### config.mk
export PLATFORM = sky130hd
export DESIGN_NAME = string_to_integer_parser
export DESIGN_NICKNAME = d
export VERILOG_FILES = /design/src/rtl/core/stip_pkg.sv /design/src/rtl/core/string_to_integer_parser.sv /design/src/rtl/core/stip_finish.sv
export SDC_FILE = /design/constraint.sdc
export NUM_CORES = 2
export LEC_CHECK = 0
export ABC_AREA = 1
export BUFFER_PORTS_ARGS = -buffer_cell sky130_fd_sc_hd__buf_4
export CORE_MARGIN = 5
export CORE_UTILIZATION = 60
export CTS_CLUSTER_SIZE = 30
export DETAILED_ROUTE_END_ITERATION = 8
export PLACE_DENSITY_LB_ADDON = 0.1
export SETUP_SLACK_MARGIN = 0.15
export SLEW_MARGIN = 40
export SYNTH_ARGS = -nofsm -noshare
export SYNTH_HDL_FRONTEND = slang
export SYNTH_HIERARCHICAL = 1
export SYNTH_SLANG_ARGS = --single-unit
### constraint.sdc
create_clock -name clk -period 14.2 [get_ports clk]
set_clock_uncertainty 0.05 [all_clocks]
set_input_delay 3.55 -clock clk [delete_from_list [all_inputs] [get_ports clk]]
set_output_delay 3.55 -clock clk [all_outputs]
set_load 0.02 [all_outputs]
### src/rtl/core/stip_pkg.sv
// Package for the string to integer parser: phase codes, trailing kinds,
// status codes, widths and the digit decode function. No dependencies.
`timescale 1ns / 1ps
package stip_pkg;
    localparam int COUNT_WIDTH = 24;
    localparam int VALUE_WIDTH = 64;

    typedef enum logic [4:0] {
        PH_SIGN   = 5'b00001,
        PH_ZERO   = 5'b00010,
        PH_ZEROX  = 5'b00100,
        PH_DIGITS = 5'b01000,
        PH_TRAIL  = 5'b10000
    } phase_t;

    typedef enum logic [1:0] {
        TK_NONE   = 2'd0,
        TK_SPACES = 2'd1,
        TK_CHARS  = 2'd2
    } trail_t;

    localparam logic [2:0] ST_OK        = 3'd0;
    localparam logic [2:0] ST_TOO_BIG   = 3'd1;
    localparam logic [2:0] ST_NEG_UNS   = 3'd2;
    localparam logic [2:0] ST_NO_DIGITS = 3'd3;
    localparam logic [2:0] ST_CHARS_W   = 3'd4;
    localparam logic [2:0] ST_SPACES_W  = 3'd5;
    localparam logic [2:0] ST_CHARS_E   = 3'd6;
    localparam logic [2:0] ST_SPACES_E  = 3'd7;

    localparam logic [2:0] REG_BASE    = 3'd0;
    localparam logic [2:0] REG_MAXLEN  = 3'd1;
    localparam logic [2:0] REG_SIGNED  = 3'd2;
    localparam logic [2:0] REG_WIDTH   = 3'd3;
    localparam logic [2:0] REG_STRICT  = 3'd4;

    // Digit value of an ASCII byte; 255 if not alphanumeric.
    function automatic logic [7:0] digit_value(input logic [7:0] c);
        logic [7:0] r;
        r = 8'd255;
        if (c >= "0" && c <= "9") r = c - 8'd48;
        else if (c >= "a" && c <= "z") r = c - 8'd87;
        else if (c >= "A" && c <= "Z") r = c - 8'd55;
        return r;
    endfunction

    // Overflow pre-test shift by base; 64 means never.
    function automatic logic [6:0] shift_by_base(input logic [5:0] b);
        logic [6:0] r;
        if (b < 6'd2) r = 7'd64;
        else if (b < 6'd4) r = 7'd63;
        else if (b < 6'd8) r = 7'd62;
        else if (b < 6'd16) r = 7'd61;
        else if (b < 6'd32) r = 7'd60;
        else r = 7'd59;
        return r;
    endfunction
endpackage

### src/rtl/core/string_to_integer_parser.sv
// Top level of the streaming string to integer parser.
// Depends on stip_pkg and stip_finish.
`timescale 1ns / 1ps
// Usage:
//  s_axis carries one ASCII byte per transaction (tdata[7:0] = character).
//  A NUL byte ends the string and produces one m_axis transaction; other
//  bytes produce none. Configuration is written through cfg_we/cfg_index/
//  cfg_data while the block is idle; base and max_length are captured at
//  the first byte of each string, the others are used at the NUL.
//  A byte is folded into the parser state in the cycle it is accepted; the
//  result of a NUL is written to the output register when the NUL is accepted.
//  Throughput is one byte per cycle while no result waits in a full output
//  slot, set by the single 64-bit multiply-add of the digit step.
//  The output register is a single slot: s_axis_tready stays high while it
//  is empty or being drained, so a stalled receiver only blocks the next
//  byte when a result is still waiting.
//  Reset (rst_n low, asynchronous) clears the parser state, the output valid
//  flag and the configuration to base auto, no limit, unsigned,
//  64-bit, not strict.
//  m_axis tdata: value [63:0], status [66:64], stop_offset [90:67], zero fill.
module string_to_integer_parser
    import stip_pkg::*;
(
    input  logic        clk,
    input  logic        rst_n,
    input  logic        s_axis_tvalid,
    output logic        s_axis_tready,
    input  logic [7:0]  s_axis_tdata,   // character [7:0]
    output logic        m_axis_tvalid,
    input  logic        m_axis_tready,
    output logic [95:0] m_axis_tdata,   // value [63:0], status [66:64], stop_offset [90:67]
    input  logic        cfg_we,
    input  logic [2:0]  cfg_index,
    input  logic [23:0] cfg_data
);
    // configuration
    logic [5:0]             base_reg;
    logic [COUNT_WIDTH-1:0] max_length_reg;
    logic                   signed_mode_reg;
    logic [1:0]             result_width_reg;
    logic                   strict_mode_reg;

    // parser state
    phase_t                 phase_reg, phase_next;
    logic                   negative_reg, negative_next;
    logic [5:0]             base_in_use_reg, base_in_use_next;
    logic [VALUE_WIDTH-1:0] acc_reg, acc_next;
    logic                   overflowed_reg, overflowed_next;
    logic                   digit_seen_reg, digit_seen_next;
    logic [COUNT_WIDTH-1:0] remaining_reg, remaining_next;
    logic [COUNT_WIDTH-1:0] position_reg, position_next;
    logic [COUNT_WIDTH-1:0] stop_reg, stop_next;
    trail_t                 trail_reg, trail_next;
    logic                   started_reg, started_next;
    logic                   unlimited_reg, unlimited_next;

    // output slot
    logic                   out_valid_reg;
    logic [VALUE_WIDTH-1:0] out_value_reg;
    logic [2:0]             out_status_reg;
    logic [COUNT_WIDTH-1:0] out_stop_reg;

    logic                   accept;
    logic [7:0]             c;
    logic [7:0]             dv;
    logic                   emit;

    // snapshot state going into the NUL
    logic [VALUE_WIDTH-1:0] f_acc;
    logic                   f_neg, f_ovf, f_seen;
    trail_t                 f_trail;
    logic [COUNT_WIDTH-1:0] f_stop;
    logic [VALUE_WIDTH-1:0] fin_value;
    logic [2:0]             fin_status;

    assign s_axis_tready = !out_valid_reg || m_axis_tready;
    assign accept = s_axis_tvalid && s_axis_tready;
    assign c = s_axis_tdata;
    assign dv = digit_value(c);
    assign m_axis_tvalid = out_valid_reg;
    assign m_axis_tdata = {5'd0, out_stop_reg, out_status_reg, out_value_reg};

    always_ff @(posedge clk or negedge rst_n)
    begin
        if (!rst_n)
        begin
            base_reg <= '0;
            max_length_reg <= '0;
            signed_mode_reg <= 1'b0;
            result_width_reg <= 2'd3;
            strict_mode_reg <= 1'b0;
        end
        else if (cfg_we)
        begin
            unique case (cfg_index)
                REG_BASE:   base_reg <= cfg_data[5:0];
                REG_MAXLEN: max_length_reg <= cfg_data[COUNT_WIDTH-1:0];
                REG_SIGNED: signed_mode_reg <= cfg_data[0];
                REG_WIDTH:  result_width_reg <= cfg_data[1:0];
                REG_STRICT: strict_mode_reg <= cfg_data[0];
                default: ;
            endcase
        end
    end

    // Per-byte step; mirrors the sign/zero/prefix/digit/trailing flow.
    always_comb
    begin
        logic                   bud;
        logic                   go_digit;
        logic                   go_trail;
        logic [7:0]             tc;
        logic [VALUE_WIDTH-1:0] prod;
        logic [VALUE_WIDTH-1:0] sum;
        logic [6:0]             sh;
        logic                   do_take;
        logic                   do_spend;
        logic                   second_trail;

        phase_next = phase_reg;
        negative_next = negative_reg;
        base_in_use_next = base_in_use_reg;
        acc_next = acc_reg;
        overflowed_next = overflowed_reg;
        digit_seen_next = digit_seen_reg;
        remaining_next = remaining_reg;
        position_next = position_reg;
        stop_next = stop_reg;
        trail_next = trail_reg;
        unlimited_next = unlimited_reg;
        started_next = 1'b1;
        go_digit = 1'b0;
        go_trail = 1'b0;
        tc = c;
        do_take = 1'b0;
        do_spend = 1'b0;
        second_trail = 1'b0;
        emit = 1'b0;
        prod = '0;
        sum = '0;
        sh = '0;

        if (!started_reg)
        begin
            base_in_use_next = (base_reg < 6'd36) ? base_reg : 6'd0;
            remaining_next = max_length_reg;
            unlimited_next = (max_length_reg == '0);
        end
        bud = unlimited_next || remaining_next != '0;

        unique case (phase_reg)
            PH_SIGN:
            begin
                if (bud && c == "+")
                begin
                    negative_next = 1'b0;
                    do_take = 1'b1;
                end
                else if (bud && c == "-")
                begin
                    negative_next = !negative_reg;
                    do_take = 1'b1;
                end
                else if (c == "0" && bud &&
                         (base_in_use_next == 6'd0 || base_in_use_next == 6'd16))
                begin
                    do_take = 1'b1;
                    phase_next = PH_ZERO;
                end
                else
                begin
                    if (base_in_use_next == 6'd0) base_in_use_next = 6'd10;
                    phase_next = PH_DIGITS;
                    go_digit = 1'b1;
                end
            end
            PH_ZERO:
            begin
                if ((c == "x" || c == "X") && bud)
                    phase_next = PH_ZEROX;
                else
                begin
                    if (base_in_use_next == 6'd0)
                        base_in_use_next = (dv < 8'd8) ? 6'd8 : 6'd10;
                    digit_seen_next = 1'b1;
                    phase_next = PH_DIGITS;
                    go_digit = 1'b1;
                end
            end
            PH_ZEROX:
            begin
                if (dv < 8'd16)
                begin
                    base_in_use_next = 6'd16;
                    phase_next = PH_DIGITS;
                    go_digit = 1'b1;
                    do_take = 1'b1;
                end
                else
                begin
                    if (base_in_use_next == 6'd0) base_in_use_next = 6'd10;
                    digit_seen_next = 1'b1;
                    stop_next = position_reg;
                    phase_next = PH_TRAIL;
                    // 'x' is a trailing char; then the current byte
                    if (bud) trail_next = TK_CHARS;
                    second_trail = 1'b1;
                end
            end
            PH_DIGITS: go_digit = 1'b1;
            default:   go_trail = 1'b1;
        endcase

        // The prefix take in PH_ZEROX happens before the digit check.
        if (do_take && go_digit)
        begin
            if (!unlimited_next && remaining_next != '0)
                remaining_next = remaining_next - 1'b1;
            if (position_next != '1) position_next = position_next + 1'b1;
            do_take = 1'b0;
        end
        bud = unlimited_next || remaining_next != '0;

        if (go_digit)
        begin
            if (!bud || c == 8'd0 || base_in_use_next >= 6'd36 ||
                dv >= {2'b00, base_in_use_next})
            begin
                stop_next = position_next;
                phase_next = PH_TRAIL;
                go_trail = 1'b1;
            end
            else
            begin
                prod = acc_reg * {58'd0, base_in_use_next};
                sum = prod + {56'd0, dv};
                sh = shift_by_base(base_in_use_next);
                acc_next = sum;
                if (acc_reg > sum || (sh < 7'd64 && (acc_reg >> sh) != '0))
                    overflowed_next = 1'b1;
                digit_seen_next = 1'b1;
                do_take = 1'b1;
            end
        end

        if (do_take)
        begin
            if (!unlimited_next && remaining_next != '0)
                remaining_next = remaining_next - 1'b1;
            if (position_next != '1) position_next = position_next + 1'b1;
        end

        if (go_trail || second_trail)
        begin
            if (tc == 8'd0)
                emit = 1'b1;
            else if (trail_next != TK_CHARS && bud)
            begin
                if (tc == " " || tc == 8'd9)
                begin
                    trail_next = TK_SPACES;
                    do_spend = 1'b1;
                end
                else
                    trail_next = TK_CHARS;
            end
        end
        if (do_spend && !unlimited_next && remaining_next != '0)
            remaining_next = remaining_next - 1'b1;

        f_acc = acc_next;
        f_neg = negative_next;
        f_ovf = overflowed_next;
        f_seen = digit_seen_next;
        f_trail = trail_next;
        f_stop = stop_next;

        if (emit)
        begin
            phase_next = PH_SIGN;
            negative_next = 1'b0;
            base_in_use_next = '0;
            acc_next = '0;
            overflowed_next = 1'b0;
            digit_seen_next = 1'b0;
            position_next = '0;
            stop_next = '0;
            trail_next = TK_NONE;
            started_next = 1'b0;
        end
    end

    stip_finish u_finish (
        .acc           (f_acc),
        .negative      (f_neg),
        .overflowed    (f_ovf),
        .digit_seen    (f_seen),
        .trailing_kind (f_trail),
        .signed_mode   (signed_mode_reg),
        .result_width  (result_width_reg),
        .strict_mode   (strict_mode_reg),
        .value         (fin_value),
        .status        (fin_status)
    );

    always_ff @(posedge clk or negedge rst_n)
    begin
        if (!rst_n)
        begin
            phase_reg <= PH_SIGN;
            negative_reg <= 1'b0;
            base_in_use_reg <= '0;
            acc_reg <= '0;
            overflowed_reg <= 1'b0;
            digit_seen_reg <= 1'b0;
            remaining_reg <= '0;
            position_reg <= '0;
            stop_reg <= '0;
            trail_reg <= TK_NONE;
            started_reg <= 1'b0;
            unlimited_reg <= 1'b0;
            out_valid_reg <= 1'b0;
        end
        else
        begin
            if (accept)
            begin
                phase_reg <= phase_next;
                negative_reg <= negative_next;
                base_in_use_reg <= base_in_use_next;
                acc_reg <= acc_next;
                overflowed_reg <= overflowed_next;
                digit_seen_reg <= digit_seen_next;
                remaining_reg <= remaining_next;
                position_reg <= position_next;
                stop_reg <= stop_next;
                trail_reg <= trail_next;
                started_reg <= started_next;
                unlimited_reg <= unlimited_next;
            end
            if (accept && emit)
                out_valid_reg <= 1'b1;
            else if (m_axis_tready)
                out_valid_reg <= 1'b0;
        end
    end

    always_ff @(posedge clk)
    begin
        if (accept && emit)
        begin
            out_value_reg <= fin_value;
            out_status_reg <= fin_status;
            out_stop_reg <= f_stop;
        end
    end
endmodule

### src/rtl/core/stip_finish.sv
// Result formation at the terminating NUL: sign, status, narrowing.
// Depends on stip_pkg.
`timescale 1ns / 1ps
module stip_finish
    import stip_pkg::*;
(
    input  logic [VALUE_WIDTH-1:0] acc,
    input  logic                   negative,
    input  logic                   overflowed,
    input  logic                   digit_seen,
    input  trail_t                 trailing_kind,
    input  logic                   signed_mode,
    input  logic [1:0]             result_width,
    input  logic                   strict_mode,
    output logic [VALUE_WIDTH-1:0] value,
    output logic [2:0]             status
);
    logic [VALUE_WIDTH-1:0] neg_v;
    logic [VALUE_WIDTH-1:0] v;
    logic [VALUE_WIDTH-1:0] sx;
    logic [VALUE_WIDTH-1:0] zx;
    logic [2:0]             rc;

    always_comb
    begin
        neg_v = '0 - acc;
        rc = overflowed ? ST_TOO_BIG : ST_OK;
        v = acc;
        if (!signed_mode)
        begin
            if (negative)
            begin
                if (rc == ST_OK) rc = ST_NEG_UNS;
                v = neg_v;
            end
            if (!digit_seen) rc = ST_NO_DIGITS;
        end
        else if (!acc[VALUE_WIDTH-1])
        begin
            if (!digit_seen) rc = ST_NO_DIGITS;
            v = negative ? neg_v : acc;
        end
        else if (negative && acc == {1'b1, {(VALUE_WIDTH-1){1'b0}}})
        begin
            v = acc;
        end
        else
        begin
            rc = ST_TOO_BIG;
            v = negative ? neg_v : acc;
        end
        if (rc == ST_OK && trailing_kind != TK_NONE)
            rc = (trailing_kind == TK_CHARS) ? ST_CHARS_W : ST_SPACES_W;
        if (strict_mode)
        begin
            if (rc == ST_CHARS_W || rc == ST_SPACES_W) rc = rc + 3'd2;
            else if ((rc == ST_TOO_BIG || rc == ST_NEG_UNS) && trailing_kind != TK_NONE)
                rc = (trailing_kind == TK_CHARS) ? ST_CHARS_E : ST_SPACES_E;
        end
        unique case (result_width)
            2'd0:
            begin
                sx = {{56{v[7]}}, v[7:0]};
                zx = {56'd0, v[7:0]};
            end
            2'd1:
            begin
                sx = {{48{v[15]}}, v[15:0]};
                zx = {48'd0, v[15:0]};
            end
            2'd2:
            begin
                sx = {{32{v[31]}}, v[31:0]};
                zx = {32'd0, v[31:0]};
            end
            default:
            begin
                sx = v;
                zx = v;
            end
        endcase
        if (rc != ST_NO_DIGITS && rc != ST_CHARS_E && rc != ST_SPACES_E)
        begin
            if ((signed_mode ? sx : zx) != v) rc = ST_TOO_BIG;
        end
        value = signed_mode ? sx : zx;
        status = rc;
    end
endmodule

# --- Yosys cells after proc, flatten, opt, wreduce, memory -nomap -nowiden ---
# Index checks and enable logic that the tools add are counted.
totals:
  regBits: 280
  in_bits: 40
  out_inout_bits: 98
  elab_cells: 266
op_classes:
  addsub: 11
  mul: 1
  order_cmp: 18
  n_eq_ne: 31
  shifts: 1
  n_mux: 125
  reduce_logical: 58
ops:
  columns: ["operator", "n"]
  rows:
  - ["64-bit 2-to-1 mux", 10]
  - ["24-bit 2-to-1 mux", 16]
  - ["64-bit one-hot mux with 3 select lines", 2]
  - ["24-bit nonzero test", 3]
  - ["24-bit by 1-bit subtractor with 24-bit output (second input constant)", 3]
  - ["64-bit by 8-bit adder with 64-bit output", 1]
  - ["64-bit == test (second input constant)", 1]
  - ["64-bit greater-than comparator", 1]
  - ["64-bit by 6-bit multiplier with 64-bit output", 1]
  - ["64-bit inequality test", 1]
  - ["64-bit nonzero test", 1]
  - ["64-bit by 7-bit right shift with 64-bit output", 1]
  - ["1-bit by 64-bit subtractor with 64-bit output (first input constant)", 1]
  - ["6-bit 2-to-1 mux", 10]
  - ["3-bit 2-to-1 mux", 17]
  - ["24-bit by 1-bit adder with 24-bit output (second input constant)", 2]
  - ["24-bit inequality test (second input constant)", 2]
  - ["1-bit 2-to-1 mux", 42]
  - ["8-bit by 6-bit == test with 1-bit output (second input constant)", 4]
  - ["5-bit 2-to-1 mux", 6]
  - ["24-bit zero test", 1]
  - ["8-bit 2-to-1 mux", 3]
  - ["1-bit logical AND", 22]
  - ["7-bit 2-to-1 mux", 3]
  - ["other kinds (47)", 91]

# --- Logic depth before layout (Yosys ltp) ---
depth:
  ltp_word: 46
  mapped_depth: 72
  depth_no_buf: 70

# --- Cells and area by module ---
# Netlist, hierarchy kept.
modules_own_cells:
  columns: ["mod", "n_inst", "cells_per_inst", "area_per_inst_um2", "seq_area_each_um2"]
  rows:
  - ["string_to_integer_parser", 1, 4242, 30969.7, 7465.9]
  - ["stip_finish", 1, 950, 4483.0, 0.0]

# --- Worst setup path before layout ---
# OpenSTA, ideal clock, no wires.
synth_path:
  path_kind: "in2reg"
  from: "in s_axis_tdata[1]"
  to: "reg out_status_reg[0] (data pin)"
  setup_ns: 0.253
  t_arrival_ns: 13.946
  required_ns: 13.897
  setup_slack_ns: -0.049
  cell_stages: 65
  path_buffers: 3
  cell_sequence: "inv_1 ha_1 nand2_1 nor2_1 nor2_1 nor2_1 nand2_2 or2_1 nand3_2 nand2_2 inv_1 nand2_1 nand2_1 clkbuf_1 clkinv_1 o21ai_0 nand4_1 and2_1 [29 not listed] nor4_1 nand4_1 nand2_1 o211a_1 o2111ai_1 nand2_1 nand2_1 o32ai_1 inv_1 ha_1 o21ai_0 a211o_1 inv_1 a21oi_1 a32oi_1 o21ai_0 nand2_1 nand2_1"
synth_between:
  elab_chain_cells: 44
  elab_cells_between_ends: 153
  cone_classes: "add/sub (6); mul (1); order compare (17); eq/ne (18); shift (1); mux (77); reduce/logical (33)"
synth_lines:
  columns: ["item", "line", "rtl"]
  rows:
  - ["from (decl)", "string_to_integer_parser.sv:28", "input logic [7:0] s_axis_tdata,"]
  - ["branches (longest 24 deep; another with 64-bit by 6-bit multiplier with 64-bit output)", null, null]
  - ["1-bit 2-to-1 mux *", "string_to_integer_parser.sv:224", "if (go_digit)"]
  - ["named net f_ovf", "string_to_integer_parser.sv:70", "logic f_neg, f_ovf, f_seen;"]
  - ["1-bit 2-to-1 mux *", "stip_finish.sv:27", "rc = overflowed ? ST_TOO_BIG : ST_OK;"]
  - ["3-bit zero test", "stip_finish.sv:33", "if (rc == ST_OK) rc = ST_NEG_UNS;"]
  - ["3-bit 2-to-1 mux", "stip_finish.sv:33", null]
  - ["3-bit 2-to-1 mux", "stip_finish.sv:31", "if (negative)"]
  - ["3-bit 2-to-1 mux", "stip_finish.sv:36", "if (!digit_seen) rc = ST_NO_DIGITS;"]
  - ["[6 not listed]", null, null]
  - ["1-bit logical AND", "stip_finish.sv:57", "else if ((rc == ST_TOO_BIG || rc == ST_NEG_UNS) && trailing_kind != TK_NONE)"]
  - ["3-bit 2-to-1 mux", "stip_finish.sv:57", null]
  - ["3-bit 2-to-1 mux", "stip_finish.sv:56", "if (rc == ST_CHARS_W || rc == ST_SPACES_W) rc = rc + 3'd2;"]
  - ["3-bit 2-to-1 mux *", "stip_finish.sv:54", "if (strict_mode)"]
  - ["3-bit by 2-bit inequality test with 1-bit output / 3-bit inequality test (equally long branches)", "stip_finish.sv:82", "if (rc != ST_NO_DIGITS && rc != ST_CHARS_E && rc != ST_SPACES_E)"]
  - ["1-bit logical AND (2 in series)", "stip_finish.sv:82", null]
  - ["3-bit 2-to-1 mux *", "stip_finish.sv:82", null]
  - ["named net fin_status[0]", "string_to_integer_parser.sv:74", "logic [2:0] fin_status;"]
  - ["to (signal assigned)", "string_to_integer_parser.sv:353", "out_status_reg <= fin_status;"]
  - ["to (decl)", "string_to_integer_parser.sv:60", "logic [2:0] out_status_reg;"]
# Mark *: on every way through the listed nets, which the timed path passes. The select of a mux whose other input is x is not followed.
# A chain may end at the register's enable or synchronous reset.

# --- Worst setup path after layout ---
layout_path:
  from: "in s_axis_tdata[4]"
  to: "reg out_status_reg[0] (data pin)"
# Same word-level chain as after synthesis.

==> flow_summary_export.csv <==
group,metric,value,unit
die,die_w,253.1,um
route,drt-total-wl,116800,um
clocking,cts_hold_buf,0,
yosys,yosysSeqAreaShare,0.2106,
placement,io_buffers,132,
critical_path,cp_max_fo,5,
grt,top_usage_layer,"met2",
clocking,cts_root_buf,"clkbuf_16",
yosys,synth.distinct_cells,74,
yosys,ys_warn_count,6,
yosys,syn_inst,5192,
grt,grt_pass1_vias,34163,
yosys,syn_avg_cell_area,6.828,um2
min_path,hold_class,"reg -> reg",
run_status,status,"finished clean",
timing,fmax,73.16,MHz
final_layout,fin_cells,6285,
grt,grt_antenna_before_repair,0,
timing,fin_crit_sh,0.9626,
critical_path,cp.arrival,13.96,ns
die,die_y,253.1,um
flow_run,drv_cap,0,
clocking,cts_tree,"built",
clocking,clock_path_buffers,3,
yosys,synth-seq-cells,280,
final_layout,fin_area,0.04048,mm2
final_layout,antenna_cells,0,
critical_path,crit_top_cell,"nand2_1",
die,rows,89,
route,first_pass_iters,8,
route,route.vias.total,35988,
grt,gr-usage-met3,0.04006,
route,drt_iter0_markers,3611,
grt,grt_max_degree,94,
timing,fin_crit,13.67,ns
timing,fin_hold_ws,0.4392,ns
critical_path,cpPeakStageDelay,0.52,ns
timing,hold_viol_final,0,
timing,setup_viol,0,
grt,met2_usage,0.5796,
die,die_area,0.06405,mm2
yosys,synth_ff_type,"dfrtp_1",
pwr,p_leak,0.02049,uW
final_layout,drive_gt1_frac,0.1324,
clocking,cts_sinks,280,
placement,gp_congestion,1.025,
critical_path,slowest_stage,"fa_1",
final_layout,nFillCells,5259,
timing,drv_slew,0,
placement,post_dp_cell_area,0.03867,mm2
yosys,synth-edff-count,91,
grt,overflow,0,
yosys,async_flop_share,0.6750,
critical_path,cp-start-kind,"input pin",
clocking,clock_latency,0.59,ns
critical_path,path_class,"in -> reg",
die,core-area,0.05880,mm2
critical_path,end_kind,"flop",
die,initial_core_util,0.6030,
timing,relSlewSlack,0.4039,
final_layout,final_nets,5978,
route,wl_per_cell,18.58,um
placement,hpwl,90890,um
timing,tightest_slew,0.8932,ns
clocking,cts_max_level,2,
pwr,power_density,158.5,mW/mm2
grt,grt_use_total,0.3541,
route,ant_nets,0,
route,viasPerCell,5.726,
clocking,cts.reportedPaths.clkPinSlew,0.07,ns
yosys,syn_area,0.03545,mm2
placement,dp.cells,6204,
die,num_io_pins,138,
pwr,peakVddDrop,0.1370,mV
clocking,numCtsBuffers,37,
grt,grt_pass1_wl,183000,um
final_layout,syn_to_final_growth,14.17,%
grt,grt_use_met1,0.4731,
critical_path,cp.required,14.49,ns
route,drc,0,
-- layout by cell type (no fill, tap or decap), types with 25 or more instances in the layout --
cell       Yosys  routed
nand2_1     1511    1500
inv_1        698     693
nor2_1       645     639
buf_4         20     406
o21ai_0      328     303
nand3_1      244     243
fa_1         242     242
ha_1         213     209
dfrtp_1      186     186
a21oi_1      167     157
xor2_1       119     116
edfxtp_1      91      91
nand4_1       64      64
nand2_2       50      59
o21ai_1       30      45
nor3_1        41      39
xnor2_1       39      39
o211ai_1      37      37
clkbuf_16      0      37
nor2_2        33      36
inv_2         29      32
a31oi_1       26      25
-- metrics by stage --
step	setup TNS, ns	setup slack (ns)	util	total power (uW)
global placement	-0.9355	-0.3208	0.6575	5111
global route	-0.05179	-0.03021	0.6884	6918
floorplan	0	0.2077	-	3810
CTS	0	0.1726	0.6805	6259
finish	0	0.5305	0.6884	6415
detailed placement	-2.024	-0.6871	0.6578	5183
-- final cells by class --
cell class / instances / area (um2) / area share
Tap cell: 773 / 967.2 / 0.02389
Multi-Input combinational cell: 4010 / 24700 / 0.6104
Clock buffer: 52 / 1052 / 0.02600
Clock inverter: 16 / 265.3 / 0.006553
Timing Repair Buffer: 419 / 3244 / 0.08015
Inverter: 735 / 2776 / 0.06859
Sequential cell: 280 / 7466 / 0.1845
-- metal layers --
layer	vias to the layer above	share of wire
met3	300	0.070
met1	17016	0.41
met5	-	0
met2	1579	0.46
li1	17093	-
met4	0	0.056
-- worst max-delay path, delay by kind of cell --
kind	cells	cell delay, ns
AOI/OAI and AO/OA	18	2.78
buffers and inverters	14	1.38
adders and majority gates	8	2.98
and+or+nand+nor	26	3.02
xor gates and xnor gates	1	0.22
-- cells in the mapped netlist (30+ instances only) --
master,instances,area [um2]
nor2_1,645,2421
ha_1,213,2665
fa_1,242,4845
clkbuf_1,87,326.6
nand3_1,244,1221
nand2_2,50,312.8
inv_1,698,2620
nor3_1,41,205.2
nand4_1,64,400.4
edfxtp_1,91,2733
a21oi_1,167,835.8
xor2_1,119,1042
o211ai_1,37,277.8
o21ai_0,328,1642
xnor2_1,39,341.6
nor2_2,33,206.5
o21ai_1,30,150.1
dfrtp_1,186,4654
nand2_1,1511,5672
-- kinds of logic (layout without fill, tap and decap cells) --
group / count (synthesis) / in the layout / share of synthesized area
flops: 280 / 280 / 0.2106
mux: 19 / 19 / 0.005647
other cells: 1 / 5 / 0.0001058
simple gates: 2676 / 2676 / 0.3181
xor+xnor: 159 / 159 / 0.03967
buf+inv: 906 / 1222 / 0.1032
compound gates: 696 / 696 / 0.1110
fa+ha+maj: 455 / 455 / 0.2118
-- what timing repair did --
item,CTS,global route
pin swaps,0,41
endpoints found under the setup margin,3,4
endpoints found under the hold margin,0,0
setup buffers,0,11
gates resized for setup,4,89
-- report_power, final --
part / leakage [uW] / switching [uW] / internal, uW
logic: 0.0166 / 2750 / 1540
clock network: 0.000637 / 409 / 616
registers: 0.00327 / 127 / 980
total: 0.0205 / 3280 / 3130
-- final timing paths --
check	start	to	slack, ns	cells after the start
hold reg to reg	remaining_reg[10]	remaining_reg[10]	0.44	2
max in group asynchronous	rst_n	stop_reg[17]	9.89	3
min in group asynchronous	rst_n	acc_reg[8]	2.78	1
setup reg to reg	started_reg	out_status_reg[0]	1.27	66
setup / recovery	s_axis_tdata[4]	out_status_reg[0]	0.53	67
hold / removal	remaining_reg[10]	remaining_reg[10]	0.44	2
Note: power is estimated with default switching activity, not from simulation.
